--- config.mk ---
export PLATFORM = sky130hd
export DESIGN_NAME = tds_cell
export DESIGN_NICKNAME = d
export VERILOG_FILES = /design/src/rtl/tds_pkg.sv /design/src/rtl/tds_cell.sv
export SDC_FILE = /design/constraint.sdc
export NUM_CORES = 1
export LEC_CHECK = 0
export ABC_AREA = 1
export BUFFER_PORTS_ARGS = -buffer_cell sky130_fd_sc_hd__clkbuf_2
export CAP_MARGIN = 20
export CORE_AREA = 2 2 128 130
export CTS_BUF_LIST = sky130_fd_sc_hd__clkbuf_4 sky130_fd_sc_hd__clkbuf_8
export DETAILED_ROUTE_END_ITERATION = 7
export DIE_AREA = 0 0 130 132
export PLACE_DENSITY = 0.74
export SKIP_LAST_GASP = 1
export SLEW_MARGIN = 25
export SYNTH_ARGS = -nofsm -noshare
export SYNTH_HDL_FRONTEND = slang
export SYNTH_SLANG_ARGS = --single-unit
--- constraint.sdc ---
create_clock -name clk_i -period 3.3 [get_ports clk_i]
set_input_delay 0.825 -clock clk_i [delete_from_list [all_inputs] [get_ports clk_i]]
set_output_delay 0.825 -clock clk_i [all_outputs]
set_load 0.02 [all_outputs]
--- src/rtl/tds_pkg.sv ---
// Package for the triangle depth sorter.
// Holds the default sizes, the cell operation codes and the controller states.
// Depends on nothing.
`default_nettype none

package tds_pkg;

  localparam int unsigned MaxTrianglesDef = 64;
  localparam int unsigned IndexBitsDef    = 16;
  localparam int unsigned DepthBitsDef    = 24;

  typedef enum logic [1:0] {
    CELL_HOLD,
    CELL_INSERT,
    CELL_DRAIN
  } cell_op_e;

  typedef enum logic {
    ST_IDLE,
    ST_DRAIN
  } sort_state_e;

endpackage

`default_nettype wire

--- src/rtl/tds_cell.sv ---
// One cell of the sorting chain: holds one triangle, its key and its load slot.
// Inserts in key order against its left neighbor and shifts left while draining.
// Depends on tds_pkg.
`default_nettype none

module tds_cell #(
  parameter int unsigned KEY_W  = 26,
  parameter int unsigned IDX_W  = 16,
  parameter int unsigned SLOT_W = 6
) (
  input  wire logic                 clk_i,
  input  wire logic                 rst_ni,
  input  wire tds_pkg::cell_op_e    op_i,
  input  wire logic [KEY_W-1:0]     new_key_i,
  input  wire logic [3*IDX_W-1:0]   new_tri_i,
  input  wire logic [SLOT_W-1:0]    new_slot_i,
  input  wire logic                 prev_ge_i,
  input  wire logic                 prev_valid_i,
  input  wire logic [KEY_W-1:0]     prev_key_i,
  input  wire logic [3*IDX_W-1:0]   prev_tri_i,
  input  wire logic [SLOT_W-1:0]    prev_slot_i,
  input  wire logic                 next_valid_i,
  input  wire logic [KEY_W-1:0]     next_key_i,
  input  wire logic [3*IDX_W-1:0]   next_tri_i,
  input  wire logic [SLOT_W-1:0]    next_slot_i,
  output logic                      ge_o,
  output logic                      valid_o,
  output logic [KEY_W-1:0]          key_o,
  output logic [3*IDX_W-1:0]        tri_o,
  output logic [SLOT_W-1:0]         slot_o
);
  import tds_pkg::*;

  logic               valid_q, valid_d;
  logic [KEY_W-1:0]   key_q, key_d;
  logic [3*IDX_W-1:0] tri_q, tri_d;
  logic [SLOT_W-1:0]  slot_q, slot_d;

  // A cell keeps its entry when it holds a key at least as large as the new one.
  assign ge_o = valid_q && ($signed(key_q) >= $signed(new_key_i));

  always_comb begin
    valid_d = valid_q;
    key_d   = key_q;
    tri_d   = tri_q;
    slot_d  = slot_q;
    case (op_i)
      CELL_INSERT: begin
        if (!ge_o) begin
          if (prev_ge_i) begin
            valid_d = 1'b1;
            key_d   = new_key_i;
            tri_d   = new_tri_i;
            slot_d  = new_slot_i;
          end else begin
            valid_d = prev_valid_i;
            key_d   = prev_key_i;
            tri_d   = prev_tri_i;
            slot_d  = prev_slot_i;
          end
        end
      end
      CELL_DRAIN: begin
        valid_d = next_valid_i;
        key_d   = next_key_i;
        tri_d   = next_tri_i;
        slot_d  = next_slot_i;
      end
      default: begin
      end
    endcase
  end

  always_ff @(posedge clk_i or negedge rst_ni) begin
    if (!rst_ni) begin
      valid_q <= 1'b0;
    end else begin
      valid_q <= valid_d;
    end
  end

  always_ff @(posedge clk_i) begin
    key_q  <= key_d;
    tri_q  <= tri_d;
    slot_q <= slot_d;
  end

  assign valid_o = valid_q;
  assign key_o   = key_q;
  assign tri_o   = tri_q;
  assign slot_o  = slot_q;

endmodule

`default_nettype wire

# Word-level counts from Yosys, hierarchy flattened
# Cells that the tools add are included.
# totals
ff_bits	81
latchBits	0
ram_bits	0
romBits	0
wordCells	23
mem_count	0
# classes
addsub	0
multipliers	0
div	0
n_lt_le_gt_ge	1
eq_ne	3
n_shift	0
muxes	12
bitwise_logic	0
n_reduce_logical	3
# op_table
cell	n
two-way mux 48 bit	2
case mux 48 bit (2 select lines)	1
two-way mux 26 bit	2
case mux 26 bit (2 select lines)	1
>= comparator 26 bit	1
two-way mux 6 bit	2
case mux 6 bit (2 select lines)	1
== test 2 x 1 -> 1 bit, second input constant	1
== test 2 bit, second input constant	1
two-way mux 1 bit	2
inequality test 2 bit, second input constant	1
case mux 1 bit (2 select lines)	1
AND reduction 2 bit	1
nonzero test 2 bit	1
logical AND 1 bit	1

# Longest topological paths before layout
# logic_depth
word_depth	4
mapped_depth	17
depth_no_buf	17

# Worst setup path before layout
# OpenSTA, ideal clock, no wires.
# synth_path
path_type	input to register
from	in new_key_i[25]
to	reg key_q[0] (netlist: key_o[0]), enable pin
setup_ns	0.404
arrival_time_ns	2.885
required_ns	2.896
slack_ns	0.012
path_stages	12
path_buffers	0
path_cell_list	inv_1 > ha_1 > nand2_1 > nor2_2 > nand4_2 > nor2_1 > nand2_1 > nand3_1 > nand3_2 > nand2_2 > nand2_2 > nand2_2
# synth_via
elab_chain_len	4
# synth_rtl
item	line	text
from (decl)	tds_cell.sv:14	input wire logic [KEY_W-1:0] new_key_i,
>= comparator 26 bit	tds_cell.sv:40	assign ge_o = valid_q && ($signed(key_q) >= $signed(new_key_i));
logical AND 1 bit	tds_cell.sv:40	
inequality test 2 bit (no source line)	--	
AND reduction 2 bit (no source line)	--	
to (signal assigned)	tds_cell.sv:83	key_q <= key_d;
to (decl)	tds_cell.sv:35	logic [KEY_W-1:0] key_q, key_d;
# Every way passes these cells.
# A chain may end at the register's enable or synchronous reset.

# Final worst setup path
# layout_path
from	in new_key_i[17]
to	out ge_o
# layout_via
elab_chain_len	2
# layout_rtl
item	line	text
>= comparator 26 bit	tds_cell.sv:40	
logical AND 1 bit	tds_cell.sv:40	
to (decl)	tds_cell.sv:26	output logic ge_o,
# Every way passes these cells.

==> flow_summary.ini <==
[layout]
fin_util = 0.446
drive_above_1_share = 0.408
area_growth_pct = 42.5
diodes = 0
nets = 1167
design_area_mm2 = 0.00701

[yosys]
synth_mux_area_frac = 0
synth_top_family_by_area = simple AND/OR/NAND/NOR gates
synth_area_leaders = edfxtp_1 (49%), nand2_1 (15%), a31oi_1 (7.0%)
yosysTopAreaCell = edfxtp_1
yosys.area_share.simple = 0.253
ys_seq_elements = 81
ys_warn_count = 0
synth_area_mm2 = 0.00492
synthXorXnorAreaFrac = 0
synth_compound_area_frac = 0.119
yosysUniqueCellTypes = 27
synth_nets = 859
synth_fa_ha_area_frac = 0.0661
avgSynthCellArea_um2 = 8.40
synthCells = 586
synth_top_area_share = 0.488
yosysSeqAreaShare = 0.493

[pwr]
p_switching_uw = 907
vdd_drop_max_mv = 0.173
seqPwrFrac = 0.448
power.share.switching = 0.311
internal_power_mw = 2.01
p_clk_frac = 0.282
p_leak_nw = 3.58
p_per_area_mw_per_mm2 = 416
p_total_mw = 2.92
p_comb_frac = 0.271

[global_routing]
grt_pass1_wl_mm = 24.1
grt_pass1_vias = 4900
grt_max_degree = 105
global_route.overflow_total = 0
antenna_found_initial = 0
grt_use_total = 0.182

[clocking]
cts_tree = built
hold_buffers = 0
clock_path_buffers = 2
h-tree-depth = 3
cts_post_setup_buffers_inserted = 0
clock_latency_ps = 360
clockRootBuffer = clkbuf_8
path_clk_slew_ps = 90
post_cts_resized = 0
cts_buffers = 9
cts_sinks = 81

[detailed_routing]
wirelength_mm = 16.2
met1_length_mm = 6.33
ant_nets = 0
vias_per_cell = 4.71
wire_per_inst_um = 14.6
wl_met2_mm = 8.19
wl_met3_mm = 1.32
drc = 0
drt_first_pass_iters = 6
via_count = 5253
drt_iter0_drc = 275
highest_layer = met4

[timing]
finalClockSkew_ps = 11.6
worstMarginPinSlew_ps = 967
worst_slew_margin_rel = 0.355
layout_min_cycle_time_ps = 3130
setup_viol = 0
post-route-period-util = 0.948
finalHoldViolCount = 0
tns_ps = 0
drv_slew = 0
fmax_ghz = 0.320
rsz0062_at_grt = no

[placed_design]
dpl.hpwl_mm = 12.7
gp_congestion = 0.873
io_buffers = 328
placed_cell_area_mm2 = 0.00677

[min_path]
hold_path_class = input pin to asynchronous set/reset pin

[die]
die_x_um = 130
die_area_mm2 = 0.0172
core_mm2 = 0.0157
start_util = 0.313
fp.dieH_um = 132
num_io_pins = 329
fp-row-count = 46

[critical_path]
crit_arrival_ps = 2300
critPathRequiredTime_ps = 2470
critPathCaptureType = output pin
startpoint_type = input pin
cp_max_fo = 2
reg2regPathDepth = 12
r2r_start = key_o[25]
criticalPathCategory = input pin to output pin
r2r_slack_ps = 920
r2r-end = tri_o[20]

[run_status]
status = finished clean

[flow_run]
drv_cap = 0
-- cells in the final DEF (no fill, tap or decap), drive strengths merged --
| cell type | count |
|---|---|
| a21o | 1 |
| a21oi | 8 |
| a31oi | 55 |
| buf | 8 |
| bufinv | 2 |
| clkbuf | 337 |
| clkinv | 3 |
| dfrtp | 1 |
| edfxtp | 80 |
| ha | 26 |
| inv | 46 |
| nand2 | 205 |
| nand3 | 31 |
| nand4 | 3 |
| nor2 | 67 |
| o211ai | 24 |
| o21ai | 2 |
-- cells in the mapped netlist --
library cell	n
a31oi_1	55
nand2_4	1
buf_2	6
nor2_1	65
edfxtp_1	80
nor2_2	2
nand3_1	30
a21oi_1	7
buf_8	1
clkbuf_1	20
a21oi_2	1
o21ai_0	2
clkinv_1	1
dfrtp_1	1
inv_1	39
buf_1	9
buf_4	2
ha_1	26
o211ai_1	24
inv_2	5
nand4_4	1
nand4_1	1
a21o_1	1
nand3_2	1
nand2_2	4
nand2_1	200
nand4_2	1
-- per-stage QoR --
stage                     setup slack (ps)  instances  hold slack, ps
after detailed placement               152       1099             604
after global routing                  25.3       1115             204
final                                  171       1115             225
after CTS                              149       1115             195
after floorplan                       11.7        586             529
after global placement                 177       1099             590
-- worst max-delay path, stage by stage --
cell	delay, ps
clkbuf_2	80
inv_1	40
ha_1	310
nand2_1	160
a21oi_1	60
nor2_1	130
nand2_1	90
a21oi_1	130
nand3_1	90
nand3_2	90
nand2_2	60
inv_1	60
clkbuf_2	160
-- worst max-delay path by stage --
stage                        from       end  cells past startpoint  slack [ps]
floorplan           new_key_i[25]  key_o[0]                     12          10
global placement    new_key_i[25]      ge_o                     14         180
detailed placement  new_key_i[25]      ge_o                     14         150
CTS                 new_key_i[25]      ge_o                     14         150
global route        new_key_i[17]      ge_o                     13          30
finish              new_key_i[17]      ge_o                     13         170
-- kinds of logic after synthesis --
group | count (synthesis)
DFF | 81
buffers and inverters | 83
adders and majority gates | 26
AOI/OAI and AO/OA | 90
and+or+nand+nor | 306
-- state kept, by name, summed over array words and instances (netlist names) --
signal	cells
key_o	26
valid_o	1
tri_o	48
slot_o	6
-- cell type report --
| class | instances | area (µm²) |
|---|---|---|
| clock buffers | 10 | 131 |
| multi-input cells | 422 | 2180 |
| flip-flops and latches | 81 | 2430 |
| fillers | 1568 | 8700 |
| inverters | 45 | 169 |
| clock inverters | 6 | 90.1 |
| well taps | 216 | 270 |
| repair buffers | 335 | 1750 |
-- per-layer routing --
metal  up-vias  global-route usage
met5         -                   0
met4         0              0.0699
met3        27              0.0381
met2       267               0.324
met1      2346               0.212
li1       2613                   -
-- power by group through the flow --
stage | logic (mW) | clock network [mW] | registers [mW]
3_5_place_dp | 0.792 | 0 | 1.33
4_1_cts | 0.795 | 0.859 | 1.31
6_report | 0.790 | 0.822 | 1.31
5_1_grt | 0.871 | 0.895 | 1.32
3_3_place_gp | 0.780 | 0 | 1.33
2_1_floorplan | 0.312 | 0 | 1.46
Note: power is estimated with default switching activity, not from simulation.
